==> src/design/cak_pkg.sv <==
// shared types, constants and the micro-program of the tracker
`default_nettype none
package cak_pkg;

  // default number format
  localparam int WORD_BITS_DEF = 32;
  localparam int FRAC_BITS_DEF = 16;

  // port widths fixed by the item fields
  localparam int FIELD_W   = 32;
  localparam int CFG_W     = 32;
  localparam int CFG_IDX_W = 3;

  // configuration register indexes
  localparam logic [CFG_IDX_W-1:0] CFG_TIME_STEP      = 3'd0;
  localparam logic [CFG_IDX_W-1:0] CFG_PROCESS_NOISE  = 3'd1;
  localparam logic [CFG_IDX_W-1:0] CFG_MEASURE_NOISE  = 3'd2;
  localparam logic [CFG_IDX_W-1:0] CFG_START_POSITION = 3'd3;

  // item operations
  localparam logic OP_PREDICT = 1'b0;
  localparam logic OP_UPDATE  = 1'b1;

  // working store map
  localparam int MEM_DEPTH = 19;
  localparam int ADDR_W    = $clog2(MEM_DEPTH);
  localparam int A_X0      = 0;
  localparam int A_P0      = 3;
  localparam int A_K0      = 12;
  localparam int A_INNOV   = 15;
  localparam int A_HALF    = 16;
  localparam int A_TMP     = 17;
  localparam int A_DEN     = 18;
  localparam int INIT_LEN  = 12;

  // micro-program layout
  localparam int PRED_LEN = 46;
  localparam int PROG_LEN = 75;
  localparam int PC_W     = $clog2(PROG_LEN);

  typedef logic [ADDR_W-1:0] addr_t;

  typedef enum logic [2:0] {
    ALU_ADD, ALU_SUB, ALU_ADDF, ALU_MUL, ALU_MULH, ALU_DIV
  } alu_op_t;

  typedef enum logic [1:0] {SRC_A_MEM, SRC_A_Z, SRC_A_TS} src_a_t;
  typedef enum logic [1:0] {SRC_B_MEM, SRC_B_TS, SRC_B_Q, SRC_B_R} src_b_t;

  typedef struct packed {
    alu_op_t op;
    src_a_t  asel;
    addr_t   aa;
    src_b_t  bsel;
    addr_t   ba;
    addr_t   dst;
    logic    last;
  } uop_t;

  typedef struct packed {
    logic    start;
    alu_op_t op;
  } alu_req_t;

  typedef enum logic [2:0] {
    S_INIT, S_IDLE, S_FETCH, S_LOAD, S_RUN, S_FIN1, S_FIN2
  } top_state_t;

  typedef enum logic [2:0] {
    A_IDLE, A_MUL, A_DIV, A_ROUND, A_SAT, A_DONE
  } alu_state_t;

  function automatic uop_t mk(input alu_op_t op, input src_a_t asel, input int aa,
                              input src_b_t bsel, input int ba, input int dst);
    uop_t u;
    u.op   = op;
    u.asel = asel;
    u.aa   = addr_t'(aa);
    u.bsel = bsel;
    u.ba   = addr_t'(ba);
    u.dst  = addr_t'(dst);
    u.last = 1'b0;
    return u;
  endfunction

  // predict: half step, F applied to x, to columns then rows of P, noise on diagonal
  // update: gain, innovation, state correction, covariance rows 1, 2 then 0
  function automatic uop_t prog(input logic [PC_W-1:0] pc);
    uop_t t [PROG_LEN];
    int   n;
    int   v;
    int   i;
    int   j;
    int   r;
    int   v0;
    int   v1;
    int   v2;
    n = 0;
    t[n] = mk(ALU_MULH, SRC_A_TS, 0, SRC_B_TS, 0, A_HALF); n++;
    for (v = 0; v < 7; v++) begin
      if (v == 0) begin
        v0 = A_X0; v1 = A_X0 + 1; v2 = A_X0 + 2;
      end else if (v < 4) begin
        v0 = A_P0 + v - 1; v1 = A_P0 + v + 2; v2 = A_P0 + v + 5;
      end else begin
        v0 = A_P0 + 3 * (v - 4); v1 = v0 + 1; v2 = v0 + 2;
      end
      t[n] = mk(ALU_MUL, SRC_A_TS, 0, SRC_B_MEM, v1, A_TMP); n++;
      t[n] = mk(ALU_ADD, SRC_A_MEM, v0, SRC_B_MEM, A_TMP, v0); n++;
      t[n] = mk(ALU_MUL, SRC_A_MEM, A_HALF, SRC_B_MEM, v2, A_TMP); n++;
      t[n] = mk(ALU_ADD, SRC_A_MEM, v0, SRC_B_MEM, A_TMP, v0); n++;
      t[n] = mk(ALU_MUL, SRC_A_TS, 0, SRC_B_MEM, v2, A_TMP); n++;
      t[n] = mk(ALU_ADD, SRC_A_MEM, v1, SRC_B_MEM, A_TMP, v1); n++;
    end
    for (i = 0; i < 3; i++) begin
      t[n] = mk(ALU_ADD, SRC_A_MEM, A_P0 + 4 * i, SRC_B_Q, 0, A_P0 + 4 * i); n++;
    end
    t[PRED_LEN-1].last = 1'b1;
    t[n] = mk(ALU_ADDF, SRC_A_MEM, A_P0, SRC_B_R, 0, A_DEN); n++;
    for (i = 0; i < 3; i++) begin
      t[n] = mk(ALU_DIV, SRC_A_MEM, A_P0 + 3 * i, SRC_B_MEM, A_DEN, A_K0 + i); n++;
    end
    t[n] = mk(ALU_SUB, SRC_A_Z, 0, SRC_B_MEM, A_X0, A_INNOV); n++;
    for (i = 0; i < 3; i++) begin
      t[n] = mk(ALU_MUL, SRC_A_MEM, A_K0 + i, SRC_B_MEM, A_INNOV, A_TMP); n++;
      t[n] = mk(ALU_ADD, SRC_A_MEM, A_X0 + i, SRC_B_MEM, A_TMP, A_X0 + i); n++;
    end
    for (i = 0; i < 3; i++) begin
      r = (i == 2) ? 0 : i + 1;
      for (j = 0; j < 3; j++) begin
        t[n] = mk(ALU_MUL, SRC_A_MEM, A_K0 + r, SRC_B_MEM, A_P0 + j, A_TMP); n++;
        t[n] = mk(ALU_SUB, SRC_A_MEM, A_P0 + 3 * r + j, SRC_B_MEM, A_TMP,
                  A_P0 + 3 * r + j); n++;
      end
    end
    t[PROG_LEN-1].last = 1'b1;
    if (int'(pc) < PROG_LEN) return t[pc];
    return mk(ALU_ADD, SRC_A_MEM, 0, SRC_B_MEM, 0, A_TMP);
  endfunction

endpackage
`default_nettype wire

==> src/design/cak_ifs.sv <==
// item channel interfaces: command in, estimate out
`default_nettype none
interface cak_cmd_if;
  logic                             valid;
  logic                             ready;
  logic                             operation;
  logic signed [cak_pkg::FIELD_W-1:0] measured_position;
  modport source (output valid, operation, measured_position, input ready);
  modport sink (input valid, operation, measured_position, output ready);
endinterface

interface cak_est_if;
  logic                             valid;
  logic                             ready;
  logic signed [cak_pkg::FIELD_W-1:0] est_position;
  logic signed [cak_pkg::FIELD_W-1:0] est_velocity;
  modport source (output valid, est_position, est_velocity, input ready);
  modport sink (input valid, est_position, est_velocity, output ready);
endinterface
`default_nettype wire

==> src/design/cak_alu.sv <==
// shared saturating unit: add (also with a floor at one), subtract, serial multiply with rounding, serial divide
`default_nettype none
module cak_alu #(
  parameter int WORD_BITS = cak_pkg::WORD_BITS_DEF,
  parameter int FRAC_BITS = cak_pkg::FRAC_BITS_DEF
) (
  input  logic                 clk,
  input  logic                 rst,
  input  cak_pkg::alu_req_t    req,
  input  logic [WORD_BITS-1:0] a,
  input  logic [WORD_BITS-1:0] b,
  output logic                 done,
  output logic [WORD_BITS-1:0] result
);
  localparam int W    = WORD_BITS;
  localparam int F    = FRAC_BITS;
  localparam int MW   = (2 * W > W + F) ? 2 * W : W + F;
  localparam int CNTW = $clog2(W + F);
  localparam logic [W-1:0] WMAX = {1'b0, {(W-1){1'b1}}};
  localparam logic [W-1:0] WMIN = {1'b1, {(W-1){1'b0}}};

  cak_pkg::alu_state_t state, state_next;
  cak_pkg::alu_op_t    op;
  logic                neg;
  logic [W-1:0]        mplr;
  logic [W-1:0]        mb;
  logic [W+F-1:0]      dvd;
  logic [W-1:0]        rem;
  logic [MW-1:0]       prod;
  logic [CNTW-1:0]     cnt;

  logic [W-1:0]  ma, mbs;
  logic [W:0]    sum;
  logic [W-1:0]  sat_sum;
  logic [W:0]    trial;
  logic          ge;
  logic [MW-1:0] rounded;
  logic          over;

  // magnitudes of the operands
  assign ma  = a[W-1] ? (~a + W'(1)) : a;
  assign mbs = b[W-1] ? (~b + W'(1)) : b;

  // saturating add or subtract
  always_comb begin
    if (req.op == cak_pkg::ALU_SUB) sum = {a[W-1], a} - {b[W-1], b};
    else sum = {a[W-1], a} + {b[W-1], b};
    if (sum[W] != sum[W-1]) sat_sum = sum[W] ? WMIN : WMAX;
    else sat_sum = sum[W-1:0];
    if (req.op == cak_pkg::ALU_ADDF && (sat_sum[W-1] || sat_sum == '0)) sat_sum = W'(1);
  end

  // one restoring divide step
  assign trial = {rem, dvd[W+F-1]};
  assign ge    = trial >= {1'b0, mb};

  // rounding to nearest, ties away from zero
  always_comb begin
    if (op == cak_pkg::ALU_MULH) rounded = (prod + (MW'(1) << F)) >> (F + 1);
    else rounded = (prod + (MW'(1) << (F - 1))) >> F;
  end

  assign over = |prod[MW-1:W-1];

  // next state
  always_comb begin
    state_next = state;
    case (state)
      cak_pkg::A_IDLE: begin
        if (req.start) begin
          case (req.op)
            cak_pkg::ALU_MUL, cak_pkg::ALU_MULH: state_next = cak_pkg::A_MUL;
            cak_pkg::ALU_DIV: state_next = cak_pkg::A_DIV;
            default: state_next = cak_pkg::A_DONE;
          endcase
        end
      end
      cak_pkg::A_MUL:   if (cnt == '0) state_next = cak_pkg::A_ROUND;
      cak_pkg::A_DIV:   if (cnt == '0) state_next = cak_pkg::A_SAT;
      cak_pkg::A_ROUND: state_next = cak_pkg::A_SAT;
      cak_pkg::A_SAT:   state_next = cak_pkg::A_DONE;
      cak_pkg::A_DONE:  state_next = cak_pkg::A_IDLE;
      default:          state_next = cak_pkg::A_IDLE;
    endcase
  end

  // outputs
  always_comb begin
    done = (state == cak_pkg::A_DONE);
  end

  always_ff @(posedge clk) begin
    if (rst) state <= cak_pkg::A_IDLE;
    else state <= state_next;
  end

  // datapath
  always_ff @(posedge clk) begin
    case (state)
      cak_pkg::A_IDLE: begin
        if (req.start) begin
          op     <= req.op;
          prod   <= '0;
          rem    <= '0;
          result <= sat_sum;
          if (req.op == cak_pkg::ALU_DIV) begin
            neg <= a[W-1];
            dvd <= {ma, {F{1'b0}}};
            mb  <= b;
            cnt <= CNTW'(W + F - 1);
          end else begin
            neg  <= a[W-1] ^ b[W-1];
            mplr <= ma;
            mb   <= mbs;
            cnt  <= CNTW'(W - 1);
          end
        end
      end
      cak_pkg::A_MUL: begin
        prod <= {prod[MW-2:0], 1'b0} + (mplr[W-1] ? MW'(mb) : '0);
        mplr <= {mplr[W-2:0], 1'b0};
        cnt  <= cnt - CNTW'(1);
      end
      cak_pkg::A_DIV: begin
        rem  <= ge ? W'(trial - {1'b0, mb}) : trial[W-1:0];
        prod <= {prod[MW-2:0], ge};
        dvd  <= {dvd[W+F-2:0], 1'b0};
        cnt  <= cnt - CNTW'(1);
      end
      cak_pkg::A_ROUND: prod <= rounded;
      cak_pkg::A_SAT: begin
        if (neg) result <= over ? WMIN : (~prod[W-1:0] + W'(1));
        else result <= over ? WMAX : prod[W-1:0];
      end
      default: ;
    endcase
  end
endmodule
`default_nettype wire

==> src/design/const_accel_kalman_1d_top.sv <==
// constant-acceleration Kalman tracker: sequencer, working store and configuration
// One item at a time runs through a micro-program on a single shared unit (cak_alu).
// Each operation passes through a fetch state and a load state that starts the unit;
// the unit adds or subtracts directly and multiplies or divides serially on words of
// the 32/16 default format. A predict item is 22 multiplies and 24 adds; an update
// item is 12 multiplies, 3 divides and 14 adds. The states S_FIN1 and S_FIN2 move the result
// to the output register, which holds it while the next item is already accepted.
// After reset and after any start_position write a loading pass fills the state
// and covariance store; no item is accepted during that pass.
`default_nettype none
module const_accel_kalman_1d_top #(
  parameter int WORD_BITS = cak_pkg::WORD_BITS_DEF,
  parameter int FRAC_BITS = cak_pkg::FRAC_BITS_DEF
) (
  input  logic                            clk,
  input  logic                            rst,
  cak_cmd_if.sink                         cmd,
  cak_est_if.source                       est,
  input  logic                            cfg_we,
  input  logic [cak_pkg::CFG_IDX_W-1:0]   cfg_index,
  input  logic [cak_pkg::CFG_W-1:0]       cfg_data
);
  localparam int W  = WORD_BITS;
  localparam int F  = FRAC_BITS;
  localparam int CW = (W > 32) ? W : 32;
  localparam int IW = $clog2(cak_pkg::INIT_LEN);
  localparam int PW = cak_pkg::PC_W;
  localparam logic [W-1:0] WMAX = {1'b0, {(W-1){1'b1}}};
  localparam logic [W-1:0] WMIN = {1'b1, {(W-1){1'b0}}};
  localparam logic [W-1:0] TEN  = (W - 1 - F >= 4) ? (W'(10) << F) : WMAX;

  // unsigned register value limited to the word range
  function automatic logic [W-1:0] sat_u31(input logic [cak_pkg::CFG_W-1:0] v);
    logic [CW:0] u;
    u = (CW+1)'(v[30:0]);
    if (u > {{(CW+1-W){1'b0}}, WMAX}) return WMAX;
    return u[W-1:0];
  endfunction

  // signed 32-bit value limited to the word range
  function automatic logic [W-1:0] sat_s32(input logic [31:0] v);
    logic signed [CW:0] s;
    logic signed [CW:0] hi;
    logic signed [CW:0] lo;
    s  = {{(CW+1-32){v[31]}}, v};
    hi = {{(CW+1-W){1'b0}}, WMAX};
    lo = {{(CW+1-W){1'b1}}, WMIN};
    if (s > hi) return WMAX;
    if (s < lo) return WMIN;
    return s[W-1:0];
  endfunction

  // word limited to 32 bits for the result
  function automatic logic [31:0] sat_out(input logic [W-1:0] v);
    logic signed [CW:0] s;
    logic signed [CW:0] hi;
    logic signed [CW:0] lo;
    s  = {{(CW+1-W){v[W-1]}}, v};
    hi = {{(CW+1-32){1'b0}}, 32'h7fff_ffff};
    lo = {{(CW+1-32){1'b1}}, 32'h8000_0000};
    if (s > hi) return 32'h7fff_ffff;
    if (s < lo) return 32'h8000_0000;
    return s[31:0];
  endfunction

  cak_pkg::top_state_t state, state_next;
  logic [W-1:0]  ts, q, r, sp, z;
  logic [IW-1:0] init_cnt;
  logic [PW-1:0] pc;
  logic [31:0]   pos_r, vel_r;
  logic          est_valid_r;

  logic [W-1:0]  mem [cak_pkg::MEM_DEPTH];
  logic [W-1:0]  rd_a, rd_b;

  cak_pkg::uop_t    uop;
  cak_pkg::alu_req_t alu_req;
  cak_pkg::addr_t   ra, rb, wa;
  logic [W-1:0]     wd, opa, opb, alu_res;
  logic             we, alu_done, pc_inc, load_out, cmd_take, restart;

  assign uop      = cak_pkg::prog(pc);
  assign cmd_take = cmd.valid && cmd.ready;
  assign restart  = cfg_we && (cfg_index == cak_pkg::CFG_START_POSITION);

  cak_alu #(.WORD_BITS(W), .FRAC_BITS(F)) u_alu (
    .clk(clk), .rst(rst), .req(alu_req), .a(opa), .b(opb),
    .done(alu_done), .result(alu_res)
  );

  // next state
  always_comb begin
    state_next = state;
    case (state)
      cak_pkg::S_INIT: if (init_cnt == IW'(cak_pkg::INIT_LEN - 1)) state_next = cak_pkg::S_IDLE;
      cak_pkg::S_IDLE:  if (cmd_take) state_next = cak_pkg::S_FETCH;
      cak_pkg::S_FETCH: state_next = cak_pkg::S_LOAD;
      cak_pkg::S_LOAD:  state_next = cak_pkg::S_RUN;
      cak_pkg::S_RUN: begin
        if (alu_done) state_next = uop.last ? cak_pkg::S_FIN1 : cak_pkg::S_FETCH;
      end
      cak_pkg::S_FIN1:  state_next = cak_pkg::S_FIN2;
      cak_pkg::S_FIN2:  if (!est_valid_r || est.ready) state_next = cak_pkg::S_IDLE;
      default:          state_next = cak_pkg::S_INIT;
    endcase
    if (restart) state_next = cak_pkg::S_INIT;
  end

  // outputs of the sequencer
  always_comb begin
    cmd.ready     = (state == cak_pkg::S_IDLE);
    we            = 1'b0;
    wa            = cak_pkg::addr_t'(init_cnt);
    wd            = '0;
    ra            = uop.aa;
    rb            = uop.ba;
    alu_req.start = 1'b0;
    alu_req.op    = uop.op;
    pc_inc        = 1'b0;
    load_out      = 1'b0;
    case (uop.asel)
      cak_pkg::SRC_A_Z:  opa = z;
      cak_pkg::SRC_A_TS: opa = ts;
      default:           opa = rd_a;
    endcase
    case (uop.bsel)
      cak_pkg::SRC_B_TS: opb = ts;
      cak_pkg::SRC_B_Q:  opb = q;
      cak_pkg::SRC_B_R:  opb = r;
      default:           opb = rd_b;
    endcase
    case (state)
      cak_pkg::S_INIT: begin
        we = 1'b1;
        if (int'(init_cnt) == cak_pkg::A_X0) wd = sp;
        else if (int'(init_cnt) == cak_pkg::A_P0 || int'(init_cnt) == cak_pkg::A_P0 + 4 ||
                 int'(init_cnt) == cak_pkg::A_P0 + 8) wd = TEN;
      end
      cak_pkg::S_LOAD: alu_req.start = 1'b1;
      cak_pkg::S_RUN: begin
        if (alu_done) begin
          we     = 1'b1;
          wa     = uop.dst;
          wd     = alu_res;
          pc_inc = !uop.last;
        end
      end
      cak_pkg::S_FIN1, cak_pkg::S_FIN2: begin
        ra       = cak_pkg::addr_t'(cak_pkg::A_X0);
        rb       = cak_pkg::addr_t'(cak_pkg::A_X0 + 1);
        load_out = (state == cak_pkg::S_FIN2) && (!est_valid_r || est.ready);
      end
      default: ;
    endcase
  end

  // working store: one write, two registered reads
  always_ff @(posedge clk) begin
    if (we) mem[wa] <= wd;
    rd_a <= mem[ra];
    rd_b <= mem[rb];
  end

  // control and configuration
  always_ff @(posedge clk) begin
    if (rst) begin
      state       <= cak_pkg::S_INIT;
      init_cnt    <= '0;
      pc          <= '0;
      est_valid_r <= 1'b0;
      ts          <= W'(2185);
      q           <= W'(655);
      r           <= W'(65536);
      sp          <= '0;
    end else begin
      state <= state_next;
      if (cfg_we) begin
        case (cfg_index)
          cak_pkg::CFG_TIME_STEP: begin
            ts <= (sat_u31(cfg_data) == '0) ? W'(1) : sat_u31(cfg_data);
          end
          cak_pkg::CFG_PROCESS_NOISE:  q  <= sat_u31(cfg_data);
          cak_pkg::CFG_MEASURE_NOISE:  r  <= sat_u31(cfg_data);
          cak_pkg::CFG_START_POSITION: sp <= sat_s32(cfg_data);
          default: ;
        endcase
      end
      if (restart) init_cnt <= '0;
      else if (state == cak_pkg::S_INIT) init_cnt <= init_cnt + IW'(1);
      if (cmd_take) begin
        pc <= (cmd.operation == cak_pkg::OP_UPDATE) ? PW'(cak_pkg::PRED_LEN) : '0;
      end else if (pc_inc) begin
        pc <= pc + PW'(1);
      end
      if (load_out) est_valid_r <= 1'b1;
      else if (est.ready) est_valid_r <= 1'b0;
    end
  end

  // payload registers
  always_ff @(posedge clk) begin
    if (cmd_take) z <= sat_s32(cmd.measured_position);
    if (load_out) begin
      pos_r <= sat_out(rd_a);
      vel_r <= sat_out(rd_b);
    end
  end

  assign est.valid        = est_valid_r;
  assign est.est_position = pos_r;
  assign est.est_velocity = vel_r;
endmodule
`default_nettype wire

==> src/flat_wrapper.sv <==
// flat-port wrapper written by rule: the top's interface ports become plain ports
module const_accel_kalman_1d_top_flat 
#(
  parameter int WORD_BITS = cak_pkg::WORD_BITS_DEF,
  parameter int FRAC_BITS = cak_pkg::FRAC_BITS_DEF
)
  (clk, rst, cfg_we, cfg_index, cfg_data, cmd_valid, cmd_operation, cmd_measured_position, cmd_ready, est_valid, est_est_position, est_est_velocity, est_ready);
  cak_cmd_if cmd_i ();
  cak_est_if est_i ();
  input  logic clk;
  input  logic rst;
  input  logic cfg_we;
  input  logic [cak_pkg::CFG_IDX_W-1:0] cfg_index;
  input  logic [cak_pkg::CFG_W-1:0] cfg_data;
  input wire logic [$bits(cmd_i.valid)-1:0] cmd_valid;
  input wire logic [$bits(cmd_i.operation)-1:0] cmd_operation;
  input wire logic [$bits(cmd_i.measured_position)-1:0] cmd_measured_position;
  output wire logic [$bits(cmd_i.ready)-1:0] cmd_ready;
  output wire logic [$bits(est_i.valid)-1:0] est_valid;
  output wire logic [$bits(est_i.est_position)-1:0] est_est_position;
  output wire logic [$bits(est_i.est_velocity)-1:0] est_est_velocity;
  input wire logic [$bits(est_i.ready)-1:0] est_ready;
  assign cmd_i.valid = cmd_valid;
  assign cmd_i.operation = cmd_operation;
  assign cmd_i.measured_position = cmd_measured_position;
  assign cmd_ready = cmd_i.ready;
  assign est_valid = est_i.valid;
  assign est_est_position = est_i.est_position;
  assign est_est_velocity = est_i.est_velocity;
  assign est_i.ready = est_ready;
  const_accel_kalman_1d_top #(.WORD_BITS(WORD_BITS), .FRAC_BITS(FRAC_BITS)) u_core (.clk(clk), .rst(rst), .cmd(cmd_i), .est(est_i), .cfg_we(cfg_we), .cfg_index(cfg_index), .cfg_data(cfg_data));
endmodule
==> config.mk <==
export PLATFORM = sky130hd
export DESIGN_NAME = const_accel_kalman_1d_top_flat
export DESIGN_NICKNAME = d
export VERILOG_FILES = /design/src/design/cak_pkg.sv /design/src/design/cak_ifs.sv /design/src/design/cak_alu.sv /design/src/design/const_accel_kalman_1d_top.sv /design/src/flat_wrapper.sv
export SDC_FILE = /design/constraint.sdc
export NUM_CORES = 2
export LEC_CHECK = 0
export ABC_AREA = 1
export BUFFER_PORTS_ARGS = -buffer_cell sky130_fd_sc_hd__clkbuf_2
export CAP_MARGIN = 20
export CORE_ASPECT_RATIO = 0.5
export CORE_MARGIN = 3
export CORE_UTILIZATION = 40
export DETAILED_ROUTE_END_ITERATION = 7
export PLACE_DENSITY_LB_ADDON = 0.25
export SLEW_MARGIN = 0
export SYNTH_ARGS = -nofsm -noshare
export SYNTH_HDL_FRONTEND = slang
export SYNTH_HIERARCHICAL = 1
export SYNTH_SLANG_ARGS = --single-unit
==> constraint.sdc <==
create_clock -name clk -period 8.4 [get_ports clk]
set_clock_uncertainty 0.15 [all_clocks]
set_input_delay 1.26 -clock clk [delete_from_list [all_inputs] [get_ports clk]]
set_output_delay 1.26 -clock clk [all_outputs]
set_load 0.05 [all_outputs]
# Word level (Yosys, flattened, before mapping)
# Memory sizes are Yosys's and may differ from the RTL's. A register that Yosys moved wholly into a read port is not among the register bits.
# Index checks and enable logic that the tools add are counted.
[word_totals] out_inout_bits=66 ram_bits=608 elab_cells=241 reg_bits=490 in_bits=73 mem_count=2 mem_bits_ro=2944
[classes] eq_ne=39 add_sub_neg=12 n_reduce_logical=42 muxes=109 n_bitwise=5 magnitude_cmp=11
[mem_list] memory="(name not given)" depth=128 word_bits=23 read_ports=1 rd_clocked_by_memory_dff=0 wr=0 line="cak_pkg.sv:137" source="if (int'(pc) < PROG_LEN) return t[pc];"
[mem_list] memory="u_core.mem" depth=19 word_bits=32 read_ports=2 rd_clocked_by_memory_dff=2 wr=1 line="const_accel_kalman_1d_top.sv:73" source="logic [W-1:0] mem [cak_pkg::MEM_DEPTH];"
[ops] cell="$mux 32" count=33
[ops] cell="$pmux 32 s2" count=5
[ops] cell="$pmux 64 s4" count=1
[ops] cell="$mux 48" count=3
[ops] cell="$gt 32x32->1 const B" count=4
[ops] cell="$lt 32x32->1 const B" count=4
[ops] cell="$add 32x1->32 const B" count=3
[ops] cell="$not 32->32" count=3
[ops] cell="$pmux 32 s3" count=1
[ops] cell="$pmux 48 s2" count=1
[ops] cell="$mux 23" count=4
[ops] cell="$add 64x16->64 const B" count=1
[ops] cell="$add 64x17->64 const B" count=1
[ops] cell="$add 64x32->64" count=1
[ops] cell="$mux 64" count=1
[ops] cell="$mux 1" count=35
[ops] cell="$add 32x32->33" count=1
[ops] cell="$ge 33x32->1" count=1
[ops] cell="$mux 33" count=1
[ops] cell="$reduce_or 33->1" count=1
[ops] cell="$sub 32x32->33" count=1
[ops] cell="$logic_not 32->1" count=1
[ops] cell="$sub 32x32->32" count=1
[ops] cell="$logic_not 31->1" count=1
[ops] cell="other kinds (40)" count=109

# Logic depth before layout (Yosys ltp)
[depth] ltp_word=18 ltp_mapped=57 mapped_depth_nobuf=54

# Hierarchy
# The synthesis kept the hierarchy.
[by_module_without_submodules] mod="const_accel_kalman_1d_top" instances=1 area_per_inst_um2=46136.7 cells_each=5372
[by_module_without_submodules] mod="cak_alu" instances=1 area_per_inst_um2=23231.0 cells_each=3466

# Worst setup path after synthesis
# OpenSTA, ideal clock, no wires.
[synth_path] path_type="reg-to-reg" start="register u_core.pc[0]" end="register u_core.u_alu.result[6], data pin" n_path_buf=6 synth_period_minus_slack_ns=7.086 arrival_time_ns=6.674 stages_incl_launch_ff=54 setup_slack_ns=1.314 cell_sequence="dfxtp_1 -> buf_4 -> inv_1 -> ha_1 -> nand2_2 -> inv_1 -> a21oi_1 -> nor2_1 -> nand2_1 -> nor2_1 -> clkbuf_1 -> nand2_1 -> nand4_1 -> nor3_2 -> nand3_2 -> nor2_2 -> nand2_2 -> nor2_4 -> (+18 left out) -> xor2_1 -> inv_1 -> ha_1 -> clkbuf_2 -> clkinv_1 -> buf_2 -> clkbuf_1 -> nand2_1 -> nor2_1 -> nor2_1 -> nand2_1 -> nor2_1 -> nand3_1 -> nand2_1 -> nand2_2 -> buf_6 -> nand2_1 -> o21ai_1"
[synth_via] elab_chain_cells=18 elab_cells_between_ends=29
[synth_lines] element="start: declaration" line="const_accel_kalman_1d_top.sv:69" source="logic [PW-1:0] pc;"
[synth_lines] element="start signal: assignment" line="const_accel_kalman_1d_top.sv:191" source="pc <= (cmd.operation == cak_pkg::OP_UPDATE) ? PW'(cak_pkg::PRED_LEN) : '0;"
[synth_lines] element="start signal: assignment" line="const_accel_kalman_1d_top.sv:193" source="pc <= pc + PW'(1);"
[synth_lines] element="$not 7->8 (implied by the code)" line="cak_pkg.sv:137"
[synth_lines] element="$mem_v2 128x23"
[synth_lines] element="$mux 23 (implied by the code) (2 in a row)" line="cak_pkg.sv:137"
[synth_lines] element="$mux 23" line="cak_pkg.sv:137"
[synth_lines] element="$mux 23 (*)" line="cak_pkg.sv:138" source="return mk(ALU_ADD, SRC_A_MEM, 0, SRC_B_MEM, 0, A_TMP);"
[synth_lines] element="$eq 2x2->1 / $eq 2x1->1 (equally long branches)" line="const_accel_kalman_1d_top.sv:126" source="case (uop.bsel)"
[synth_lines] element="$pmux 32 s3 (*)" line="const_accel_kalman_1d_top.sv:126"
[synth_lines] element="named net u_core.opb[2]" line="const_accel_kalman_1d_top.sv:79" source="logic [W-1:0] wd, opa, opb, alu_res;"
[synth_lines] element="(+2 left out)"
[synth_lines] element="$mux 32 / $ne 1x1->1 (equally long branches)" line="cak_alu.sv:48" source="if (sum[W] != sum[W-1]) sat_sum = sum[W] ? WMIN : WMAX;"
[synth_lines] element="$mux 32 (*)" line="cak_alu.sv:48"
[synth_lines] element="$logic_not 32->1" line="cak_alu.sv:50" source="if (req.op == cak_pkg::ALU_ADDF && (sat_sum[W-1] || sat_sum == '0)) sat_sum = W'(1);"
[synth_lines] element="$logic_or 1x1->1" line="cak_alu.sv:50"
[synth_lines] element="$logic_and 1x1->1" line="cak_alu.sv:50"
[synth_lines] element="$mux 32 (*)" line="cak_alu.sv:50"
[synth_lines] element="$mux 32 (*)" line="cak_alu.sv:101" source="if (req.start) begin"
[synth_lines] element="$pmux 32 s2 (*)" line="cak_alu.sv:99" source="case (state)"
[synth_lines] element="end signal: assignment" line="cak_alu.sv:105" source="result <= sat_sum;"
[synth_lines] element="end signal: assignment" line="cak_alu.sv:132" source="if (neg) result <= over ? WMIN : (~prod[W-1:0] + W'(1));"
[synth_lines] element="end signal: assignment" line="cak_alu.sv:133" source="else result <= over ? WMAX : prod[W-1:0];"
[synth_lines] element="end: declaration" line="cak_alu.sv:13" source="output logic [WORD_BITS-1:0] result"
# The timed path passes the listed nets; every way through them passes the cells marked *. The select of a mux whose other input is x is not followed.
# A chain may end at the register's enable or synchronous reset.

# Worst setup path after layout
[layout_path] start="register u_core.pc[1]" end="register u_core.u_alu.result[24], data pin"
# The elaborated chain is that of the path after synthesis.

==> impl_metrics.env <==
export IMPL_outcome="complete, but fails checks"
export IMPL_violations="capacitance limit, slew limit"
export IMPL_netlist_area_leader_share_pct=40.61
export IMPL_crit_path_start_kind="flop"
export IMPL_dieArea_um2=178800
export IMPL_relSlewSlack_pct=-1.558
export IMPL_post_place_ws_ns=0.007700
export IMPL_first_iter_violations=9398
export IMPL_synth_flop_cell="edfxtp_1"
export IMPL_finalMaxSlewViolations=5
export IMPL_ys_seq_area_share_pct=46.58
export IMPL_cap_violations=1
export IMPL_synth_nets=9042
export IMPL_worst_path_max_fanout=11
export IMPL_final_period_utilization_pct=93.46
export IMPL_synth_edf_count=938
export IMPL_crit_slowest_cell="dfxtp_2"
export IMPL_postSynthCellCount=8838
export IMPL_crit_buf_inv=6
export IMPL_p_int_mw=10.85
export IMPL_vias_per_cell=5.855
export IMPL_regArea_um2=32310
export IMPL_swShare_pct=34.06
export IMPL_multi_input_area_um2=30780
export IMPL_setup_slack_ns=0.5492
export IMPL_ctsHoldBuffers=0
export IMPL_crit_arrival_ns=8.16
export IMPL_p_switching_mw=5.603
export IMPL_ys_warn_count=6
export IMPL_fp_coreArea_um2=171200
export IMPL_clk_pin_slew_ns=0.06
export IMPL_hold_path_class="flop to flop"
export IMPL_crit_type="flop to flop"
export IMPL_hold_slack_ns=0.3074
export IMPL_globalRouteTotalUtil_pct=28.72
export IMPL_leakage_nw=30.81
export IMPL_power_density_nw_per_um2=216.7
export IMPL_avgSynthCellArea_um2=7.849
export IMPL_gr_total_overflow=0
export IMPL_clock_sinks=1145
export IMPL_synth_most_common_cell="nand2_1"
export IMPL_clk_path_buf_depth=3
export IMPL_nFillCells=16910
export IMPL_layout_drive_gt1_share_pct=7.788
export IMPL_post_drt_wl_per_cell_um=24.19
export IMPL_max_freq_mhz=127.4
export IMPL_synth_common_cells="nand2_1, nand3_1, inv_1"
export IMPL_io_pin_count=139
export IMPL_grt_pass1_wl_um=390200
export IMPL_cp_common_cell="nand2_1"
export IMPL_clock_latency_ns=0.76
export IMPL_initial_core_util_pct=40.51
export IMPL_period_minus_slack_ns=7.851
export IMPL_fin_nets=8824
export IMPL_drt_total_wl_um=266300
export IMPL_power_frac_seq_pct=45.7
export IMPL_synth_area_leaders="edfxtp_1, nand2_1, nand3_1, dfxtp_1, inv_1"
export IMPL_crit_family="simple AND/OR/NAND/NOR gates"
export IMPL_rows=107
export IMPL_crit_path_end_kind="flop"
export IMPL_cts_tree="built"
export IMPL_worstMarginPinSlew_ns=1.512
export IMPL_die_h_um=300.5
export IMPL_synth_cell_types=74
export IMPL_grt_max_degree=162
export IMPL_syn_area_um2=69370
export IMPL_port_buffers=138
export IMPL_async_flop_share_pct=0
export IMPL_ys_ff_latch=1145
export IMPL_worstPathRequired_ns=8.71
export IMPL_cpPeakStageDelay_ns=0.45
export IMPL_synth_area_leader_cell="edfxtp_1"
export IMPL_cts_inserted_buffers=110
export IMPL_hpwl_um=173200
export IMPL_die_w_um=594.9
export IMPL_p_clk_share_pct=33.0
export IMPL_ant_nets=0
export IMPL_antenna_found_initial=13
export IMPL_clockRootBuffer="clkbuf_16"
export IMPL_peakVddDrop_v=0.0001848
export IMPL_htreeDepth=3
export IMPL_combPwrFrac_pct=21.3
export IMPL_drc=0
export IMPL_areaGrowthSynthToFinish_pct=9.414
export IMPL_gp_congestion=1.050
export IMPL_grt_pass1_vias=58580
export IMPL_vias=64460
export IMPL_dr_pass1_iters=6
export IMPL_finalSetupViolCount=0
export IMPL_hold_viol=0
export IMPL_worst_r2r_setup_slack_ns=0.55
==> cell usage in the layout, fill, tap and decap left out, types with 11 or more instances in the layout <==
master        n
o22ai_1      11
o31ai_1      27
bufinv_16    14
o21ai_1      45
clkinv_1     19
nor3_1       84
dfxtp_1     205
o21ai_0     504
inv_1      1002
xor2_1       94
nand4_1     335
nand2_2      21
nor2_4       34
nand2_1    1948
nand3_1    1361
clkinv_2     23
xnor2_1      36
a21oi_1     424
clkbuf_16   117
nand3b_1    109
o221ai_1     11
ha_1        127
nor2_2       21
o211ai_1    108
nand3_2      16
inv_2        38
a31oi_1      27
clkbuf_1     22
clkbuf_2    138
buf_12       17
edfxtp_1    938
buf_4       139
a211oi_1     12
or2_2        18
nor2_1      485
nor4_1       32
==> logic make-up (layout without fill, tap and decap cells) <==
| kind of cell | Yosys count | in the layout | synth area share (%) |
|---|---|---|---|
| compound gates | 1247 | 1247 | 9.987 |
| xor+xnor | 131 | 131 | 1.654 |
| fa+ha+maj | 131 | 131 | 2.395 |
| buf+inv | 1675 | 1553 | 9.713 |
| flops | 1145 | 1145 | 46.58 |
| other cells | 0 | 2 | 0 |
| simple gates | 4509 | 4511 | 29.67 |
==> layer usage <==
layer | global-route usage [%] | up-vias | wire length, um
li1 | - | 29610 | -
met1 | 41.55 | 30560 | 112800
met2 | 43.63 | 3728 | 115200
met5 | 0 | - | 42
met3 | 4.445 | 548 | 28010
met4 | 9.943 | 6 | 10280
==> state kept, by name, summed over array words and instances, names as in the netlist, 31 cells and up <==
signal and flops:
u_core/est.est_position 32, u_core/est.est_velocity 32, u_core/mem 608, u_core/q 31, u_core/r 31, u_core/rd_a 32
u_core/rd_b 32, u_core/sp 32, u_core/ts 31, u_core/u_alu/dvd 32, u_core/u_alu/mb 32, u_core/u_alu/mplr 32
u_core/u_alu/prod 64, u_core/u_alu/rem 32, u_core/u_alu/result 32, u_core/z 32
==> what timing repair did <==
action,in CTS,in global routing
endpoints found under the hold margin,0,0
setup endpoints to repair,19,31
cloned,0,2
pin swaps,0,7
buffers inserted,0,6
resized for setup,1,18
==> stage by stage <==
step           util [%]  total power [mW]  area [um2]  instances  setup TNS [ns]
5_1_grt           44.32             17.11       75900      11010       -0.007918
3_3_place_gp      41.90             10.99       71750      10780         -0.3977
6_report          44.32             16.45       75900      11010               0
2_1_floorplan         -             9.601       69370       8838               0
3_5_place_dp      41.92             10.99       71780      10790               0
4_1_cts           44.19             16.39       75670      11000               0
==> worst paths after layout <==
check / start / to / cells past startpoint
min reg2reg: u_core/sp[19] / u_core/sp[19] / 2
max reg2reg: u_core/pc[1] / u_core/u_alu/result[24] / 48
min: u_core/sp[19] / u_core/sp[19] / 2
max: u_core/pc[1] / u_core/u_alu/result[24] / 48
==> power groups by stage <==
stage	Sequential (mW)	Clock (mW)	Combinational, mW
after floorplan	7.13	0	2.47
after global placement	7.59	0	3.40
after detailed placement	7.58	0	3.41
after CTS	7.47	5.50	3.42
after global routing	7.53	5.73	3.85
final	7.52	5.42	3.51
==> worst reg2reg max path: cells and delay by family (launching register included) <==
kind	cells	cell delay, ns
AOI/OAI and AO/OA	3	0.45
adders and majority gates	4	1.19
buffers and inverters	6	0.90
xor gates and xnor gates	2	0.47
and+or+nand+nor	33	4.00
DFF	1	0.45
==> cell type report <==
class,instances,area share (%)
flip-flops and latches,1145,42.58
inverters,1048,5.195
multi-input cells,6020,40.55
clock buffers,147,4.111
well taps,2289,3.773
diodes,2,0.006594
clock inverters,63,1.020
repair buffers,295,2.770
No activity file was read; power rests on OpenSTA's default activity.
